--- config.mk ---
export PLATFORM = sky130hd
export DESIGN_NAME = paren_add_sub_evaluator
export DESIGN_NICKNAME = d
export VERILOG_FILES = /design/src/pase_pkg.sv /design/src/pase_cell.sv /design/src/paren_add_sub_evaluator.sv
export VERILOG_INCLUDE_DIRS = /design/src /design/src/src
export SDC_FILE = /design/constraint.sdc
export NUM_CORES = 2
export LEC_CHECK = 0
export BUFFER_PORTS_ARGS = -buffer_cell sky130_fd_sc_hd__buf_2
export CORE_MARGIN = 2
export CORE_UTILIZATION = 43
export CTS_BUF_LIST = sky130_fd_sc_hd__clkbuf_8
export CTS_CLUSTER_SIZE = 20
export DETAILED_ROUTE_END_ITERATION = 10
export GPL_TIMING_DRIVEN = 0
export PLACE_DENSITY_LB_ADDON = 0.12
export RECOVER_POWER = 25
export REMOVE_ABC_BUFFERS = 1
export SLEW_MARGIN = 5
export SYNTH_ARGS = -nofsm -noshare
export SYNTH_HDL_FRONTEND = slang
export SYNTH_SLANG_ARGS = --single-unit
--- constraint.sdc ---
create_clock -name clk -period 16 [get_ports clk]
set_input_delay 0.8 -clock clk [delete_from_list [all_inputs] [get_ports clk]]
set_output_delay 0.8 -clock clk [all_outputs]
set_load 0.03 [all_outputs]
--- src/paren_add_sub_evaluator_defines.svh ---
// Assertion macros shared by the evaluator RTL.
// No dependencies; included by files that carry concurrent assertions.
`ifndef PAREN_ADD_SUB_EVALUATOR_DEFINES_SVH
`define PAREN_ADD_SUB_EVALUATOR_DEFINES_SVH
`ifndef SYNTH
// Property must hold at every rising clock edge outside reset.
`define PASE_ASSERT(lbl, clk, rst_n, prop) \
	lbl: assert property (@(posedge clk) disable iff (!rst_n) prop) \
	else $error("assertion failed");
// Condition must never be true outside reset.
`define PASE_NEVER(lbl, clk, rst_n, cond) \
	lbl: assert property (@(posedge clk) disable iff (!rst_n) !(cond)) \
	else $error("forbidden condition seen");
`else
`define PASE_ASSERT(lbl, clk, rst_n, prop)
`define PASE_NEVER(lbl, clk, rst_n, cond)
`endif
`endif

--- src/pase_pkg.sv ---
// Types and constants for the parenthesized add/subtract evaluator.
// No dependencies; used by pase_cell and paren_add_sub_evaluator.
`default_nettype none
package pase_pkg;

	localparam int OUT_VALUE_W = 32;
	localparam int STATUS_W    = 2;

	localparam logic [7:0] CH_ZERO  = 8'h30;
	localparam logic [7:0] CH_NINE  = 8'h39;
	localparam logic [7:0] CH_PLUS  = 8'h2B;
	localparam logic [7:0] CH_MINUS = 8'h2D;
	localparam logic [7:0] CH_OPEN  = 8'h28;
	localparam logic [7:0] CH_CLOSE = 8'h29;

	localparam logic [STATUS_W-1:0] ST_OK         = 2'd0;
	localparam logic [STATUS_W-1:0] ST_OVERFLOW   = 2'd1;
	localparam logic [STATUS_W-1:0] ST_UNMATCHED  = 2'd2;

	typedef struct packed {
		logic [7:0] char_code;
		logic       is_last;
	} in_beat_t;

	typedef struct packed {
		logic signed [OUT_VALUE_W-1:0] value;
		logic [STATUS_W-1:0]           status;
	} out_beat_t;

	// Shift command broadcast to every stack cell.
	typedef struct packed {
		logic push;
		logic pop;
	} stk_ctl_t;

endpackage
`default_nettype wire

--- src/pase_cell.sv ---
// One entry of the shifting nesting stack: holds a saved (sign, total) pair.
// Depends on pase_pkg for the shift command struct.
`default_nettype none
module pase_cell #(
	parameter int W = 33
) (
	input  wire                  clk,
	input  wire pase_pkg::stk_ctl_t ctl,
	input  wire [W-1:0]          from_above,
	input  wire [W-1:0]          from_below,
	output logic [W-1:0]         entry
);

	logic [W-1:0] entry_q;

	// Push takes the neighbor nearer the top, pop takes the one below.
	always_ff @(posedge clk) begin
		if (ctl.push) begin
			entry_q <= from_above;
		end else if (ctl.pop) begin
			entry_q <= from_below;
		end
	end

	assign entry = entry_q;

endmodule
`default_nettype wire

--- src/paren_add_sub_evaluator.sv ---
// A final character's state is registered in the finished stage, then in the output register.
// One character per cycle while in_stall is low; every step is one update of the state
// registers, and the nesting stack is a row of cells that shift one place per push or pop.
// Reset clears total, operand, sign, nesting depth, error and the valid flags of both
// output stages; stack cells hold no reset and are read only below the nesting depth.
`default_nettype none
`include "paren_add_sub_evaluator_defines.svh"
module paren_add_sub_evaluator #(
	parameter int NEST_DEPTH = 16,
	parameter int VALUE_BITS = 32
) (
	input  wire                  clk,
	input  wire                  arst_n,
	input  wire                  in_valid,
	output logic                 in_stall,
	input  wire pase_pkg::in_beat_t in_data,
	output logic                 out_valid,
	input  wire                  out_stall,
	output pase_pkg::out_beat_t  out_data
);

	localparam int PW = $clog2(NEST_DEPTH + 1);
	localparam int EW = VALUE_BITS + 1;

	// Expression state.
	logic [VALUE_BITS-1:0] total_q, acc_q;
	logic                  sign_q;
	logic [PW-1:0]         ptr_q;
	logic [pase_pkg::STATUS_W-1:0] err_q;

	// Finished-expression stage and output register.
	logic                  valid_s1;
	logic [VALUE_BITS-1:0] total_s1, acc_s1;
	logic                  sign_s1;
	logic [pase_pkg::STATUS_W-1:0] err_s1;
	logic                  out_valid_q;
	pase_pkg::out_beat_t   out_data_q;

	logic in_acc, out_move, s1_move;
	logic is_digit, is_plus, is_minus, is_open, is_close, can_push, can_pop;
	logic [3:0]            digit;
	logic [VALUE_BITS-1:0] signed_acc, fold, close_total, top_val;
	logic                  top_sign;
	logic [VALUE_BITS-1:0] nxt_total, nxt_acc;
	logic                  nxt_sign;
	logic [PW-1:0]         nxt_ptr;
	logic [pase_pkg::STATUS_W-1:0] nxt_err;
	logic [VALUE_BITS-1:0] fin_sum;
	logic [pase_pkg::OUT_VALUE_W-1:0] res_value;

	pase_pkg::stk_ctl_t stk_ctl;
	logic [EW-1:0] cell_q [NEST_DEPTH];

	// Handshakes: the output register drains, the final stage feeds it, and
	// input stalls only while a finished expression cannot advance.
	assign out_move = !out_valid_q || !out_stall;
	assign s1_move  = valid_s1 && out_move;
	assign in_stall = valid_s1 && !out_move;
	assign in_acc   = in_valid && !in_stall;

	// Classify the character.
	assign is_digit = (in_data.char_code >= pase_pkg::CH_ZERO) &&
		(in_data.char_code <= pase_pkg::CH_NINE);
	assign is_plus  = in_data.char_code == pase_pkg::CH_PLUS;
	assign is_minus = in_data.char_code == pase_pkg::CH_MINUS;
	assign is_open  = in_data.char_code == pase_pkg::CH_OPEN;
	assign is_close = in_data.char_code == pase_pkg::CH_CLOSE;
	assign digit    = 4'(in_data.char_code - pase_pkg::CH_ZERO);
	assign can_push = ptr_q < PW'(NEST_DEPTH);
	assign can_pop  = ptr_q != '0;

	// Top of stack sits in cell 0.
	assign top_sign = cell_q[0][EW-1];
	assign top_val  = cell_q[0][VALUE_BITS-1:0];

	assign signed_acc  = sign_q ? (VALUE_BITS'(0) - acc_q) : acc_q;
	assign fold        = total_q + signed_acc;
	assign close_total = !can_pop ? fold :
		(top_sign ? (top_val - fold) : (top_val + fold));

	// Next state for one character.
	always_comb begin
		nxt_total = total_q;
		nxt_acc   = acc_q;
		nxt_sign  = sign_q;
		nxt_ptr   = ptr_q;
		nxt_err   = err_q;
		if (is_digit) begin
			nxt_acc = (acc_q << 3) + (acc_q << 1) + VALUE_BITS'(digit);
		end else if (is_plus || is_minus) begin
			nxt_total = fold;
			nxt_sign  = is_minus;
			nxt_acc   = '0;
		end else if (is_open) begin
			// Operand is carried into the parenthesis on purpose.
			nxt_total = '0;
			nxt_sign  = 1'b0;
			if (can_push) begin
				nxt_ptr = ptr_q + PW'(1);
			end else if (err_q == pase_pkg::ST_OK) begin
				nxt_err = pase_pkg::ST_OVERFLOW;
			end
		end else if (is_close) begin
			nxt_total = close_total;
			nxt_acc   = '0;
			if (can_pop) begin
				nxt_ptr = ptr_q - PW'(1);
			end else if (err_q == pase_pkg::ST_OK) begin
				nxt_err = pase_pkg::ST_UNMATCHED;
			end
		end
	end

	// Hold state on idle, advance on a beat, drop back to reset after the last one.
	always_ff @(posedge clk or negedge arst_n) begin
		if (!arst_n) begin
			total_q <= '0;
			acc_q   <= '0;
			sign_q  <= 1'b0;
			ptr_q   <= '0;
			err_q   <= pase_pkg::ST_OK;
		end else if (in_acc) begin
			if (in_data.is_last) begin
				total_q <= '0;
				acc_q   <= '0;
				sign_q  <= 1'b0;
				ptr_q   <= '0;
				err_q   <= pase_pkg::ST_OK;
			end else begin
				total_q <= nxt_total;
				acc_q   <= nxt_acc;
				sign_q  <= nxt_sign;
				ptr_q   <= nxt_ptr;
				err_q   <= nxt_err;
			end
		end
	end

	// Nesting stack: a row of cells shifting toward the bottom on push.
	assign stk_ctl.push = in_acc && is_open && can_push;
	assign stk_ctl.pop  = in_acc && is_close && can_pop;

	for (genvar i = 0; i < NEST_DEPTH; i++) begin : g_cell
		logic [EW-1:0] above, below;
		if (i == 0) begin : g_top
			assign above = {sign_q, total_q};
		end else begin : g_mid
			assign above = cell_q[i-1];
		end
		if (i == NEST_DEPTH - 1) begin : g_bot
			assign below = '0;
		end else begin : g_up
			assign below = cell_q[i+1];
		end
		pase_cell #(.W(EW)) u_cell (
			.clk        (clk),
			.ctl        (stk_ctl),
			.from_above (above),
			.from_below (below),
			.entry      (cell_q[i])
		);
	end

	// Finished stage: capture the state after the last character.
	always_ff @(posedge clk or negedge arst_n) begin
		if (!arst_n) begin
			valid_s1 <= 1'b0;
		end else if (in_acc && in_data.is_last) begin
			valid_s1 <= 1'b1;
		end else if (s1_move) begin
			valid_s1 <= 1'b0;
		end
	end

	always_ff @(posedge clk) begin
		if (in_acc && in_data.is_last) begin
			total_s1 <= nxt_total;
			acc_s1   <= nxt_acc;
			sign_s1  <= nxt_sign;
			err_s1   <= nxt_err;
		end
	end

	// Final fold of the pending operand, then fit to the 32-bit result field.
	assign fin_sum = total_s1 + (sign_s1 ? (VALUE_BITS'(0) - acc_s1) : acc_s1);

	if (VALUE_BITS >= pase_pkg::OUT_VALUE_W) begin : g_trunc
		assign res_value = fin_sum[pase_pkg::OUT_VALUE_W-1:0];
	end else begin : g_ext
		assign res_value = {{(pase_pkg::OUT_VALUE_W - VALUE_BITS){1'b0}}, fin_sum};
	end

	always_ff @(posedge clk or negedge arst_n) begin
		if (!arst_n) begin
			out_valid_q <= 1'b0;
		end else if (s1_move) begin
			out_valid_q <= 1'b1;
		end else if (!out_stall) begin
			out_valid_q <= 1'b0;
		end
	end

	always_ff @(posedge clk) begin
		if (s1_move) begin
			out_data_q.value  <= res_value;
			out_data_q.status <= err_s1;
		end
	end

	assign out_valid = out_valid_q;
	assign out_data  = out_data_q;

	`PASE_ASSERT(a_ptr_bound, clk, arst_n, ptr_q <= PW'(NEST_DEPTH))
	`PASE_NEVER(a_push_pop, clk, arst_n, stk_ctl.push && stk_ctl.pop)
	`PASE_ASSERT(a_last_clears, clk, arst_n,
		(in_acc && in_data.is_last) |=> (ptr_q == '0 && err_q == pase_pkg::ST_OK))
	`PASE_ASSERT(a_err_sticky, clk, arst_n,
		(err_q != pase_pkg::ST_OK && !(in_acc && in_data.is_last)) |=> $stable(err_q))

endmodule
`default_nettype wire

==> impl_metrics.tcl <==
set metrics [dict create \
    die-area_mm2 0.09013 \
    async_flop_share_pct 10.53 \
    cts_buffer_depth 3 \
    gr-total-overflow 0 \
    violations "capacitance limit, slew limit" \
    dpl_cell_area_mm2 0.03957 \
    worstSetupEndpoint "total_q[29]" \
    holdPathStages 2 \
    wirelength_mm 83.31 \
    std_cell_rows 108 \
    crit_slowest_cell "nor4_1" \
    die_h_um 300.2 \
    end_kind "flop" \
    grt_usage_pct 18.45 \
    grt_pass1_wl_mm 136.1 \
    final_nets 4111 \
    rr_endpoint "total_q[29]" \
    r2r_slack_ps 6790 \
    area_growth_syn_to_layout_pct 10.41 \
    max_cap_violations 10 \
    ir_drop_mv 0.06303 \
    design_area_mm2 0.04166 \
    fp.coreArea_mm2 0.08689 \
    drive_gt1_share_pct 6.027 \
    min_period_ps 9208 \
    grt_pass1_vias 26140 \
    synth-edff-count 629 \
    fmax_ghz 0.1086 \
    crit_top_cell "o21ai_0" \
    synth.avg_cell_area_um2 9.722 \
    nFillCells 8330 \
    crit_type "reg2reg" \
    die_x_um 300.2 \
    cts_setup_buffers 0 \
    dr_total_vias 27280 \
    skew_ps 31.17 \
    io_pins 49 \
    rsz0062_at_grt "false" \
    path_clk_slew_ps 70 \
    synth.most_common_cell "nand2_1" \
    drc 0 \
    cts_tree "yes" \
    worst_slew_pin_slew_ps 2967 \
    synth_cell_types 81 \
    drv_slew 382 \
    port_buffers 48 \
    path_depth 30 \
    setup_tns_ps 0 \
    outcome "finished with violations" \
    power.density_mw_per_mm2 92.15 \
    worst_path_largest_cell_delay_ps 850 \
    hold_class "in2reg" \
    min_period_over_period_pct 57.55 \
    grt_max_degree 125 \
    yosysTopAreaCellShare_pct 50.06 \
    cp_top_family "simple AND/OR/NAND/NOR gates" \
    setup_viol 0 \
    r2r-start "acc_q[4]" \
    antenna_found_initial 1 \
    crit_fanout 7 \
    cp.required_ps 16690 \
    power.total_w 0.003839 \
    avgRoutedWirePerCell_um 16.05 \
    synth-seq-area-share_pct 54.97 \
    cts_root_buf "clkbuf_8" \
    crit_arrival_ps 9900 \
    synth_area_mm2 0.03773 \
    yosys-top-cells-count "1614 x nand2_1, 629 x edfxtp_1, 172 x clkbuf_1" \
    hold_viol_final 0 \
    yosys_register_bits 703 \
    critPathBufInv 1 \
    place_congestion 0.8819 \
    clock_latency_ps 760 \
    numCtsBuffers 117 \
    syn_inst 3881 \
    max-slew-margin-rel_pct -97.81 \
    htree_levels 3 \
    startpoint "acc_q[4]" \
    ff2ff_path_depth 30 \
    cts_sinks 703 \
    via_per_inst 5.257 \
    dr.pass1.iters 5 \
    ant_nets 0 \
    initialDrtViolationCount 2023 \
    synth_area_leaders "edfxtp_1 50%, nand2_1 16%, ha_1 5.3%" \
    p_leak_nw 17.59 \
    dp_hpwl_mm 56.86 \
    cp-start-kind "flop" \
    start_util_pct 43.42 \
    ys_warn_count 0 \
    synth_top_area_cell "edfxtp_1" \
    synth_flop_cell "edfxtp_1" \
]
[cells in the final DEF (no fill, tap or decap), types with 10 or more instances in the layout]
cell and count:
o41ai_1 11, and2_1 47, o21a_1 16, buf_6 10
nor3_1 34, o21bai_1 12, nor2b_1 11, a21oi_1 136
inv_1 107, xor2_1 58, nor2_1 94, nand2_1 1614
buf_2 11, a31oi_1 20, buf_4 23, and3_1 15
a211oi_1 17, clkinv_2 11, or3_1 19, o31ai_1 25
nand2b_1 31, edfxtp_1 629, nand3_1 31, o21ai_0 129
o221ai_1 18, clkbuf_1 44, clkinv_1 25, or4_1 13
a22oi_1 18, a22o_1 61, clkbuf_8 124, dfrtp_1 74
xnor2_1 136, ha_1 161, a21o_1 58
[logic make-up after synthesis]
kind of cell / count (synthesis) / synth area share (%)
adder cells (fa/ha/maj): 167 / 5.657
flip-flops: 703 / 54.97
AND/OR/NAND/NOR: 1957 / 21.13
buffers and inverters: 234 / 2.328
AO/OA/AOI/OAI: 619 / 11.18
multiplexers: 5 / 0.1326
XOR/XNOR: 196 / 4.606
[state kept, by name, indices dropped and copies added, names as in the netlist]
signal / flops
g_cell.u_cell.entry: 528
out_data: 34
acc_q: 32
acc_s1: 32
total_q: 32
total_s1: 32
ptr_q: 5
err_q: 2
err_s1: 2
out_valid: 1
sign_q: 1
sign_s1: 1
valid_s1: 1
[how the worst min path moves through the flow]
stage                    from           to
finish              out_stall    out_valid
detailed placement  err_s1[1]  out_data[1]
floorplan           err_s1[0]  out_data[0]
CTS                 out_stall    out_valid
global placement    err_s1[0]  out_data[0]
global route        out_stall    out_valid
[layer usage]
metal	GRT usage (%)	wire length, um	vias to the layer above	share of wire [%]
met5	0	0	-	0
met4	6.976	2435	0	2.9
met3	2.565	3326	143	4.0
met2	28.70	37210	526	45
met1	26.21	40330	12970	48
li1	-	-	13640	-
[layout make-up]
type,instances,area (um^2),area share (%)
Timing Repair Buffer,105,883.3,2.120
Clock inverter,96,531.8,1.276
Inverter,60,234.0,0.5616
Multi-Input combinational cell,2944,16110,38.68
Clock buffer,124,1707,4.097
Sequential cell,703,20740,49.78
Tap cell,1155,1445,3.469
Antenna cell,2,5.005,0.01201
[worst register-to-register path: cells and delay by family, from the launching register on]
| family | cells | cell delay (ps) |
|---|---|---|
| flip-flops | 1 | 470 |
| adder cells (fa/ha/maj) | 2 | 660 |
| AND/OR/NAND/NOR | 12 | 4040 |
| AO/OA/AOI/OAI | 12 | 3330 |
| XOR/XNOR | 3 | 510 |
| buffers and inverters | 1 | 150 |
[report_power, final]
part | total (W) | leakage [nW] | internal [W] | switching, W
sequential | 0.00202 | 6.67 | 0.00201 | 0.0000126
clock | 0.00153 | 1.33 | 0.000772 | 0.000759
combinational | 0.000290 | 9.60 | 0.000110 | 0.000180
[what timing repair did]
action,4_1_cts,5_1_grt
endpoints found under the hold margin,27,0
resized for setup,0,0
hold buffers,1,0
[through the flow]
stage                     utilization (%)  hold WS [ps]  std cells  setup WS (ps)
after CTS                           48.13         249.8       5187           6851
after floorplan                         -         400.3       3707         -25580
after global routing                47.94         264.3       5188           6282
after detailed placement            45.55         419.4       4966           6857
final                               47.95         287.1       5189           6792
after global placement              44.61         407.4       4910         -52360
(Power assumes the default switching activity.)
